File: src/rtl/tlx_pkg.sv
package tlx_pkg;

    localparam int KW_NUM      = 8;
    localparam int KW_MAX      = 7;
    localparam int MAX_TOK     = 3;
    localparam int TOKQ_DEPTH  = 4;
    localparam int TOKQ_PTR_W  = $clog2(TOKQ_DEPTH);
    localparam int TOKQ_CNT_W  = $clog2(TOKQ_DEPTH + 1);

    typedef enum logic [4:0] {
        K_PROGRAM = 5'd0,
        K_BEGIN   = 5'd1,
        K_END     = 5'd2,
        K_INT_KW  = 5'd3,
        K_FLT_KW  = 5'd4,
        K_IF      = 5'd5,
        K_ELSE    = 5'd6,
        K_WHILE   = 5'd7,
        K_ID      = 5'd8,
        K_INT     = 5'd9,
        K_FLOAT   = 5'd10,
        K_STMT    = 5'd11,
        K_AND     = 5'd12,
        K_OR      = 5'd13,
        K_ADD     = 5'd14,
        K_MUL     = 5'd15,
        K_EQ      = 5'd16,
        K_REL     = 5'd17,
        K_ASSIGN  = 5'd18,
        K_OPEN    = 5'd19,
        K_CLOSE   = 5'd20,
        K_COMMA   = 5'd21,
        K_UNDEF   = 5'd22
    } t_kind;

    typedef enum logic [3:0] {
        M_IDLE,
        M_WORD,
        M_INT,
        M_INT_DOT,
        M_FRAC,
        M_AMP,
        M_BAR,
        M_BANG,
        M_COLON,
        M_REL
    } t_mode;

    typedef struct packed {
        t_mode mode;
        logic  emit;
        t_kind kind;
    } t_idle;

    typedef struct packed {
        logic [1:0]                n;
        t_kind [MAX_TOK-1:0]       kind;
    } t_scan_res;

    typedef struct packed {
        t_kind kind;
        logic  last;
    } t_tok;

    // keywords, left-justified, zero padded
    localparam logic [8*KW_MAX-1:0] KW_TEXT [KW_NUM] = '{
        "program",
        {"begin", 16'h0000},
        {"end",   32'h0000_0000},
        {"int",   32'h0000_0000},
        {"float", 16'h0000},
        {"if",    40'h00_0000_0000},
        {"else",  24'h00_0000},
        {"while", 16'h0000}
    };
    localparam int KW_LEN [KW_NUM] = '{7, 5, 3, 3, 5, 2, 4, 5};

    function automatic logic is_letter(input logic [7:0] b);
        return (b >= "a" && b <= "z") || (b >= "A" && b <= "Z");
    endfunction

    function automatic logic is_digit(input logic [7:0] b);
        return b >= "0" && b <= "9";
    endfunction

    function automatic logic is_space(input logic [7:0] b);
        return b == " " || (b >= 8'd9 && b <= 8'd13);
    endfunction

    function automatic t_idle scan_idle(input logic [7:0] b);
        t_idle r;
        r.mode = M_IDLE;
        r.emit = 1'b1;
        r.kind = K_UNDEF;
        if (is_letter(b)) begin
            r.mode = M_WORD;
            r.emit = 1'b0;
        end else if (is_digit(b)) begin
            r.mode = M_INT;
            r.emit = 1'b0;
        end else if (is_space(b)) begin
            r.emit = 1'b0;
        end else begin
            case (b) inside
                ";":           r.kind = K_STMT;
                "&": begin
                    r.mode = M_AMP;
                    r.emit = 1'b0;
                end
                "|": begin
                    r.mode = M_BAR;
                    r.emit = 1'b0;
                end
                "+", "-":      r.kind = K_ADD;
                "*", "/", "%": r.kind = K_MUL;
                "=":           r.kind = K_EQ;
                "!": begin
                    r.mode = M_BANG;
                    r.emit = 1'b0;
                end
                "<", ">": begin
                    r.mode = M_REL;
                    r.kind = K_REL;
                end
                ":": begin
                    r.mode = M_COLON;
                    r.emit = 1'b0;
                end
                "(":           r.kind = K_OPEN;
                ")":           r.kind = K_CLOSE;
                ",":           r.kind = K_COMMA;
                default:       r.kind = K_UNDEF;
            endcase
        end
        return r;
    endfunction

endpackage

File: src/rtl/tlx_if.sv
interface tlx_in_if;
    logic       valid;
    logic       ready;
    logic [7:0] in_byte;
    logic       end_of_input;

    modport source (output valid, output in_byte, output end_of_input, input ready);
    modport sink   (input valid, input in_byte, input end_of_input, output ready);
endinterface

interface tlx_out_if;
    logic       valid;
    logic       ready;
    logic [4:0] token_kind;
    logic       last_of_run;

    modport source (output valid, output token_kind, output last_of_run, input ready);
    modport sink   (input valid, input token_kind, input last_of_run, output ready);
endinterface

File: src/rtl/tlx_scan.sv
module tlx_scan #(
    parameter int WORD_BUFFER_LEN = 7
) (
    input  logic                 i_clk,
    input  logic                 i_rst_n,
    input  logic                 i_accept,
    input  logic [7:0]           i_byte,
    input  logic                 i_eoi,
    output tlx_pkg::t_scan_res   o_res
);

    localparam int LEN_W = $clog2(WORD_BUFFER_LEN + 2);
    localparam int IDX_W = $clog2(WORD_BUFFER_LEN);

    tlx_pkg::t_mode  r_mode, n_mode;
    logic [LEN_W-1:0] r_len, n_len;
    logic [7:0]       r_chars [WORD_BUFFER_LEN];

    logic             w_en;
    logic [IDX_W-1:0] w_idx;
    tlx_pkg::t_kind   w_kind;
    logic             kw_hit;
    tlx_pkg::t_idle   idl;
    logic             rescan;
    logic [1:0]       pre_n;
    tlx_pkg::t_kind   pre_k0, pre_k1;
    tlx_pkg::t_mode   stay_mode;

    assign idl = tlx_pkg::scan_idle(i_byte);

    // keyword match of the buffered word
    always_comb begin
        w_kind = tlx_pkg::K_ID;
        kw_hit = 1'b0;
        for (int k = tlx_pkg::KW_NUM - 1; k >= 0; k--) begin
            kw_hit = (r_len == LEN_W'(tlx_pkg::KW_LEN[k]));
            for (int i = 0; i < tlx_pkg::KW_MAX; i++) begin
                if (i < tlx_pkg::KW_LEN[k]) begin
                    kw_hit = kw_hit && (r_chars[i] ==
                        tlx_pkg::KW_TEXT[k][8*(tlx_pkg::KW_MAX-1-i) +: 8]);
                end
            end
            if (kw_hit) begin
                w_kind = tlx_pkg::t_kind'(5'(k));
            end
        end
    end

    // step decode: tokens ended by this beat, and whether the byte is rescanned
    always_comb begin
        pre_n     = 2'd0;
        pre_k0    = tlx_pkg::K_UNDEF;
        pre_k1    = tlx_pkg::K_UNDEF;
        rescan    = 1'b0;
        stay_mode = r_mode;
        if (i_eoi) begin
            stay_mode = tlx_pkg::M_IDLE;
            unique case (r_mode) inside
                tlx_pkg::M_WORD: begin
                    pre_n  = 2'd1;
                    pre_k0 = w_kind;
                end
                tlx_pkg::M_INT: begin
                    pre_n  = 2'd1;
                    pre_k0 = tlx_pkg::K_INT;
                end
                tlx_pkg::M_INT_DOT: begin
                    pre_n  = 2'd2;
                    pre_k0 = tlx_pkg::K_INT;
                end
                tlx_pkg::M_FRAC: begin
                    pre_n  = 2'd1;
                    pre_k0 = tlx_pkg::K_FLOAT;
                end
                tlx_pkg::M_AMP, tlx_pkg::M_BAR, tlx_pkg::M_BANG, tlx_pkg::M_COLON: begin
                    pre_n = 2'd1;
                end
                default: ;
            endcase
        end else begin
            unique case (r_mode) inside
                tlx_pkg::M_WORD: begin
                    if (!tlx_pkg::is_letter(i_byte)) begin
                        pre_n  = 2'd1;
                        pre_k0 = w_kind;
                        rescan = 1'b1;
                    end
                end
                tlx_pkg::M_INT: begin
                    if (i_byte == ".") begin
                        stay_mode = tlx_pkg::M_INT_DOT;
                    end else if (!tlx_pkg::is_digit(i_byte)) begin
                        pre_n  = 2'd1;
                        pre_k0 = tlx_pkg::K_INT;
                        rescan = 1'b1;
                    end
                end
                tlx_pkg::M_INT_DOT: begin
                    if (tlx_pkg::is_digit(i_byte)) begin
                        stay_mode = tlx_pkg::M_FRAC;
                    end else begin
                        pre_n  = 2'd2;
                        pre_k0 = tlx_pkg::K_INT;
                        rescan = 1'b1;
                    end
                end
                tlx_pkg::M_FRAC: begin
                    if (!tlx_pkg::is_digit(i_byte)) begin
                        pre_n  = 2'd1;
                        pre_k0 = tlx_pkg::K_FLOAT;
                        rescan = 1'b1;
                    end
                end
                tlx_pkg::M_AMP, tlx_pkg::M_BAR, tlx_pkg::M_BANG, tlx_pkg::M_COLON: begin
                    pre_n = 2'd1;
                    if ((r_mode == tlx_pkg::M_AMP && i_byte == "&") ||
                        (r_mode == tlx_pkg::M_BAR && i_byte == "|") ||
                        (r_mode == tlx_pkg::M_BANG && i_byte == "=") ||
                        (r_mode == tlx_pkg::M_COLON && i_byte == "=")) begin
                        stay_mode = tlx_pkg::M_IDLE;
                        unique case (r_mode)
                            tlx_pkg::M_AMP:  pre_k0 = tlx_pkg::K_AND;
                            tlx_pkg::M_BAR:  pre_k0 = tlx_pkg::K_OR;
                            tlx_pkg::M_BANG: pre_k0 = tlx_pkg::K_EQ;
                            default:         pre_k0 = tlx_pkg::K_ASSIGN;
                        endcase
                    end else begin
                        rescan = 1'b1;
                    end
                end
                tlx_pkg::M_REL: begin
                    if (i_byte == "=") begin
                        stay_mode = tlx_pkg::M_IDLE;
                    end else begin
                        rescan = 1'b1;
                    end
                end
                default: rescan = 1'b1;
            endcase
        end
    end

    // next state
    always_comb begin
        n_mode = r_mode;
        n_len  = r_len;
        w_en   = 1'b0;
        w_idx  = '0;
        if (i_accept) begin
            n_mode = rescan ? idl.mode : stay_mode;
            if (i_eoi) begin
                n_len = '0;
            end else if (r_mode == tlx_pkg::M_WORD && tlx_pkg::is_letter(i_byte)) begin
                if (r_len < LEN_W'(WORD_BUFFER_LEN)) begin
                    w_en  = 1'b1;
                    w_idx = r_len[IDX_W-1:0];
                end
                if (r_len <= LEN_W'(WORD_BUFFER_LEN)) begin
                    n_len = r_len + LEN_W'(1);
                end
            end else if (rescan && idl.mode == tlx_pkg::M_WORD) begin
                w_en  = 1'b1;
                n_len = LEN_W'(1);
            end else if (rescan) begin
                n_len = '0;
            end
        end
    end

    // outputs
    always_comb begin
        o_res.kind[2] = tlx_pkg::K_UNDEF;
        o_res.kind[0] = pre_k0;
        o_res.kind[1] = pre_k1;
        if (pre_n == 2'd0) begin
            o_res.kind[0] = idl.kind;
        end else if (pre_n == 2'd1) begin
            o_res.kind[1] = idl.kind;
        end else begin
            o_res.kind[2] = idl.kind;
        end
        o_res.n = i_accept ? pre_n + {1'b0, rescan && idl.emit} : 2'd0;
    end

    always_ff @(posedge i_clk) begin
        if (!i_rst_n) begin
            r_mode <= tlx_pkg::M_IDLE;
            r_len  <= '0;
        end else begin
            r_mode <= n_mode;
            r_len  <= n_len;
        end
    end

    always_ff @(posedge i_clk) begin
        if (w_en) begin
            r_chars[w_idx] <= i_byte;
        end
    end

endmodule

File: src/rtl/tlx_tokq.sv
module tlx_tokq (
    input  logic               i_clk,
    input  logic               i_rst_n,
    input  tlx_pkg::t_scan_res i_res,
    output logic               o_room,
    tlx_out_if.source          o_out
);

    localparam int PTR_W = tlx_pkg::TOKQ_PTR_W;
    localparam int CNT_W = tlx_pkg::TOKQ_CNT_W;

    tlx_pkg::t_tok    r_mem [tlx_pkg::TOKQ_DEPTH];
    logic [PTR_W-1:0] r_wr, n_wr, r_rd, n_rd;
    logic [CNT_W-1:0] r_cnt, n_cnt;
    logic             pop;

    assign pop               = o_out.valid && o_out.ready;
    assign o_out.valid       = (r_cnt != '0);
    assign o_out.token_kind  = r_mem[r_rd].kind;
    assign o_out.last_of_run = r_mem[r_rd].last;
    assign o_room = (r_cnt <= CNT_W'(tlx_pkg::TOKQ_DEPTH - tlx_pkg::MAX_TOK));

    always_comb begin
        n_wr  = r_wr + PTR_W'(i_res.n);
        n_rd  = r_rd + PTR_W'(pop);
        n_cnt = r_cnt + CNT_W'(i_res.n) - CNT_W'(pop);
    end

    always_ff @(posedge i_clk) begin
        if (!i_rst_n) begin
            r_wr  <= '0;
            r_rd  <= '0;
            r_cnt <= '0;
        end else begin
            r_wr  <= n_wr;
            r_rd  <= n_rd;
            r_cnt <= n_cnt;
        end
    end

    // push up to three tokens per beat, flag the last one
    always_ff @(posedge i_clk) begin
        for (int j = 0; j < tlx_pkg::MAX_TOK; j++) begin
            if (2'(j) < i_res.n) begin
                r_mem[r_wr + PTR_W'(j)] <= '{kind: i_res.kind[j],
                                             last: (2'(j) == i_res.n - 2'd1)};
            end
        end
    end

    a_cnt_max: assert property (@(posedge i_clk) disable iff (!i_rst_n)
        r_cnt <= CNT_W'(tlx_pkg::TOKQ_DEPTH))
        else $error("token queue over depth");

    a_push_room: assert property (@(posedge i_clk) disable iff (!i_rst_n)
        (i_res.n != 2'd0) |-> o_room)
        else $error("tokens pushed without room");

    a_pop_only: assert property (@(posedge i_clk) disable iff (!i_rst_n)
        (pop && i_res.n == 2'd0) |=> (r_cnt == $past(r_cnt) - CNT_W'(1)))
        else $error("token count off after pop");

endmodule

File: src/rtl/token_lexer.sv
// A token is written into the queue when the beat that ends it is accepted, and is
// offered on o_out from the queue head. Throughput: one byte per cycle while each
// byte yields at most one token and the sink takes one token per cycle; a byte
// that yields two or three tokens can stall the input, as the four-entry queue keeps room for three.
// Reset (i_rst_n low, synchronous): scanner idle, word length and queue cleared;
// the word buffer is not cleared.
module token_lexer #(
    parameter int WORD_BUFFER_LEN = 7
) (
    input  logic     i_clk,
    input  logic     i_rst_n,
    tlx_in_if.sink   i_in,
    tlx_out_if.source o_out
);

    tlx_pkg::t_scan_res res;
    logic               room;
    logic               accept;

    assign i_in.ready = room;
    assign accept     = i_in.valid && room;

    tlx_scan #(
        .WORD_BUFFER_LEN(WORD_BUFFER_LEN)
    ) u_scan (
        .i_clk    (i_clk),
        .i_rst_n  (i_rst_n),
        .i_accept (accept),
        .i_byte   (i_in.in_byte),
        .i_eoi    (i_in.end_of_input),
        .o_res    (res)
    );

    tlx_tokq u_tokq (
        .i_clk   (i_clk),
        .i_rst_n (i_rst_n),
        .i_res   (res),
        .o_room  (room),
        .o_out   (o_out)
    );

endmodule

File: src/flat_wrapper.sv
// flat-port wrapper written by rule: the top's interface ports become plain ports
module token_lexer_flat 
#(
    parameter int WORD_BUFFER_LEN = 7
)
  (i_clk, i_rst_n, i_in_valid, i_in_in_byte, i_in_end_of_input, i_in_ready, o_out_valid, o_out_token_kind, o_out_last_of_run, o_out_ready);
  tlx_in_if i_in_i ();
  tlx_out_if o_out_i ();
  input  logic i_clk;
  input  logic i_rst_n;
  input wire logic [$bits(i_in_i.valid)-1:0] i_in_valid;
  input wire logic [$bits(i_in_i.in_byte)-1:0] i_in_in_byte;
  input wire logic [$bits(i_in_i.end_of_input)-1:0] i_in_end_of_input;
  output wire logic [$bits(i_in_i.ready)-1:0] i_in_ready;
  output wire logic [$bits(o_out_i.valid)-1:0] o_out_valid;
  output wire logic [$bits(o_out_i.token_kind)-1:0] o_out_token_kind;
  output wire logic [$bits(o_out_i.last_of_run)-1:0] o_out_last_of_run;
  input wire logic [$bits(o_out_i.ready)-1:0] o_out_ready;
  assign i_in_i.valid = i_in_valid;
  assign i_in_i.in_byte = i_in_in_byte;
  assign i_in_i.end_of_input = i_in_end_of_input;
  assign i_in_ready = i_in_i.ready;
  assign o_out_valid = o_out_i.valid;
  assign o_out_token_kind = o_out_i.token_kind;
  assign o_out_last_of_run = o_out_i.last_of_run;
  assign o_out_i.ready = o_out_ready;
  token_lexer #(.WORD_BUFFER_LEN(WORD_BUFFER_LEN)) u_core (.i_clk(i_clk), .i_rst_n(i_rst_n), .i_in(i_in_i), .o_out(o_out_i));
endmodule
File: config.mk
export PLATFORM = sky130hd
export DESIGN_NAME = token_lexer_flat
export DESIGN_NICKNAME = d
export VERILOG_FILES = /design/src/rtl/tlx_pkg.sv /design/src/rtl/tlx_if.sv /design/src/rtl/tlx_scan.sv /design/src/rtl/tlx_tokq.sv /design/src/rtl/token_lexer.sv /design/src/flat_wrapper.sv
export SDC_FILE = /design/constraint.sdc
export NUM_CORES = 1
export LEC_CHECK = 0
export BUFFER_PORTS_ARGS = -buffer_cell sky130_fd_sc_hd__buf_4
export CORE_AREA = 2 2 143 145
export CTS_CLUSTER_SIZE = 25
export DETAILED_ROUTE_END_ITERATION = 16
export DIE_AREA = 0 0 145 147
export PLACE_DENSITY = 0.52
export SETUP_SLACK_MARGIN = 0.05
export SYNTH_ARGS = -nofsm -noshare
export SYNTH_HDL_FRONTEND = slang
export SYNTH_SLANG_ARGS = --single-unit
File: constraint.sdc
create_clock -name i_clk -period 5.6 [get_ports i_clk]
set_input_delay 1.12 -clock i_clk [delete_from_list [all_inputs] [get_ports i_clk]]
set_output_delay 1.12 -clock i_clk [all_outputs]
set_load 0.1 [all_outputs]
==> results.txt <==
Outcome: finished, final reports clean
CP Launch Type: primary input
Placeable Area: 19800 um^2
Critical path's slowest cell: nor4_1
GR Util met2: 0.250
CP Capture Type: flip-flop
TritonRoute pass-1 iters: 5
Top post-synthesis cells by count: 80 x edfxtp_1, 43 x nor2_1, 41 x nand2_1
Maximum vdd drop: 154 uV
CTS resizes: 0
Switching power: 0.690 mW
Max incr delay on CP: 0.49 ns
LEAKAGE: 2.08 nW
Crit path kind: primary input to flip-flop
Final Hold Viols: 0
Setup TNS: 0 ns
CTS root buffer: clkbuf_16
Total die area: 21300 um^2
Largest family of logic cells by synthesized area: simple AND/OR/NAND/NOR gates
Aggregate global routing overflow: 0
Clock Tree Buf Depth: 2
Wire per inst: 18.9 um
DR vias/cell: 5.59
Iteration-0 DRC Markers: 547
Die outline width: 145 um
Compound-cell area share of the yosys netlist: 0.177
Inst Count DP: 846
Fin cells: 862
Period utilization: 0.888
Sequential element share of the synthesized area: 0.462
Ys async rst share: 0
Slew @ Worst Pin: 0.942 ns
Reg clk slew, reported paths: 0.07 ns
GR Util met1: 0.209
DRT Wirelength: 16300 um
#FFs+latches synth: 95
Post-synthesis cell type count: 83
WP data required: 5.83 ns
Number of global-route vias before repair: 4502
Fmax: 201 MHz
Synthesized area: 5850 um^2
Hold crit path type: flip-flop to flip-flop
# H-tree levels: 3
Syn Area/Cell: 10.3 um^2
Post-Syn Instances: 568
Register Area: 2700 um^2
GRT Resource Usage Total: 0.155
CP max FO: 22
Initial antenna violation count: 0
XOR/XNOR Fraction of Synth Area: 0.0120
EDFF count, synth: 80
Power Dens Cells: 296 nW/um^2
Sequential Power Share: 0.430
NumNets Final: 611
Grt peak-use layer: met2
Post-synthesis simple-gate area fraction: 0.265
# DRC: 0
CTS Buf Count: 9
Synth Area in Adders: 0.0248
Clock Sinks: 95
First-pass GRT wire length: 25900 um
Fillers: 1998
Logic pwr share: 0.269
Max cap viols: 0
Syn_nets: 592
Met3 Track Usage GR: 0.0255
Skew final: 0.00942 ns
Hold Buf Count CTS: 0
Share of the synthesized area in the top cell type: 0.411
Critical Path, Cell by Cell: buf_4 > nand4b_1 > nor3_1 > o32a_1 > nand3b_1 > nand2_1 > nand2_1 > nor4_1 > ha_1 > nand4bb_1 > or4_1 > o211ai_2 > inv_2 > ha_1 > inv_1 > fa_1 > xor2_1 > xnor2_1 > nor2_1
Min cycle time layout: 4.97 ns
Ratio of cells with drive above 1 in the final layout: 0.139
Initial core utilization: 0.295
Routability congestion estimate: 0.852
Internal power: 1.27 mW
Mux share of post-synthesis cell area: 0.0248
Max Slew Vio Count: 0
Final setup violation count: 0
Cell Rows: 52
Final HPWL DP: 12300 um
Vias: 4815
Yosys warning total: 0
Chip height: 147 um
Clk network pwr share: 0.301
Ranking of synthesized cells by area: edfxtp_1 41%, dfxtp_1 5.1%, nor2_1 2.8%
Antenna viol nets, final: 0
Multi-input combinational cell area: 2950 um^2
IO buf count: 20
Arrival time at the worst endpoint: 5.20 ns
I/O Pins: 21
RSZ-0062 raised after global routing: no
Clk Latency, worst-skew pair: 0.35 ns
Switching share of power: 0.352
P&R area growth vs syn: 13.4%
CTS tree: done
Cell taking the most area after synthesis: edfxtp_1
Largest net degree at the start of global routing: 24
Setup bufs post-CTS: 0
Top-count cell post-synth: edfxtp_1
Top FF cell, synth: edfxtp_1
# diodes: 0
Relative slew slack: 0.363
-- flip-flops by register name, indices dropped and copies added, names as in the netlist --
register,count
u_core.u_tokq.r_rd,2
u_core.u_tokq.r_wr,2
u_core.u_scan.r_mode,4
u_core.u_tokq.r_cnt,3
u_core.u_scan.r_len,4
u_core.u_scan.r_chars,56
u_core.u_tokq.r_mem,24
-- area by class of cell --
class	count	area share
Clock inverter	6	0.00792
Timing Repair Buffer	38	0.0430
Clock buffer	10	0.0345
Multi-Input combinational cell	422	0.444
Sequential cell	95	0.408
Inverter	21	0.0119
Tap cell	270	0.0509
-- worst max-delay path: cells and delay by family --
family | cells | cell delay, ns
compound gates | 2 | 0.46
simple gates | 9 | 1.95
buf+inv | 3 | 0.39
fa+ha+maj | 3 | 0.98
xor+xnor | 2 | 0.31
-- final timing paths --
check	from	cells after the start	to	slack, ns
max reg2reg	u_core.u_scan.r_mode[1]	17	u_core.u_tokq.r_cnt[2]	0.71
min	u_core.u_tokq.r_cnt[0]	2	u_core.u_tokq.r_cnt[0]	0.61
min reg2reg	u_core.u_tokq.r_cnt[0]	2	u_core.u_tokq.r_cnt[0]	0.61
max	i_in_in_byte[1]	19	u_core.u_tokq.r_cnt[2]	0.63
-- power by group through the flow --
stage	combinational, mW	clock, mW	sequential (mW)
finish	0.527	0.591	0.844
global route	0.567	0.627	0.850
CTS	0.529	0.601	0.845
detailed placement	0.527	0	0.861
global placement	0.522	0	0.860
floorplan	0.430	0	0.827
-- per-layer routing --
metal | vias up | wire [um]
li1 | 2276 | -
met4 | 0 | 412
met3 | 31 | 854
met5 | - | 0
met1 | 2353 | 7430
met2 | 155 | 7640
-- through the flow --
stage / instance area [um^2] / hold slack [ns] / worst slack (ns) / utilization / total power [mW]
3_3_place_gp: 6350 / 0.570 / 0.461 / 0.320 / 1.38
2_1_floorplan: 5850 / 0.536 / 0.660 / - / 1.26
5_1_grt: 6630 / 0.635 / 0.354 / 0.334 / 2.04
3_5_place_dp: 6350 / 0.593 / 0.307 / 0.320 / 1.39
6_report: 6630 / 0.615 / 0.630 / 0.334 / 1.96
4_1_cts: 6630 / 0.610 / 0.673 / 0.334 / 1.97
-- layout by cell type (no fill, tap or decap), types with 15 or more instances in the layout --
cell and n:
a21oi_1 24, buf_4 38, dfxtp_1 15, edfxtp_1 80, inv_1 18, nand2_1 41
nor2_1 43, nor3_1 16, o21ai_0 28, or4_1 15
-- kinds of logic after synthesis --
kind of cell / Yosys count
AOI/OAI and AO/OA: 143
xor gates and xnor gates: 8
adders and majority gates: 11
buffers and inverters: 51
DFF: 95
muxes: 7
and+or+nand+nor: 253
Power figures use the tool's default switching activity.
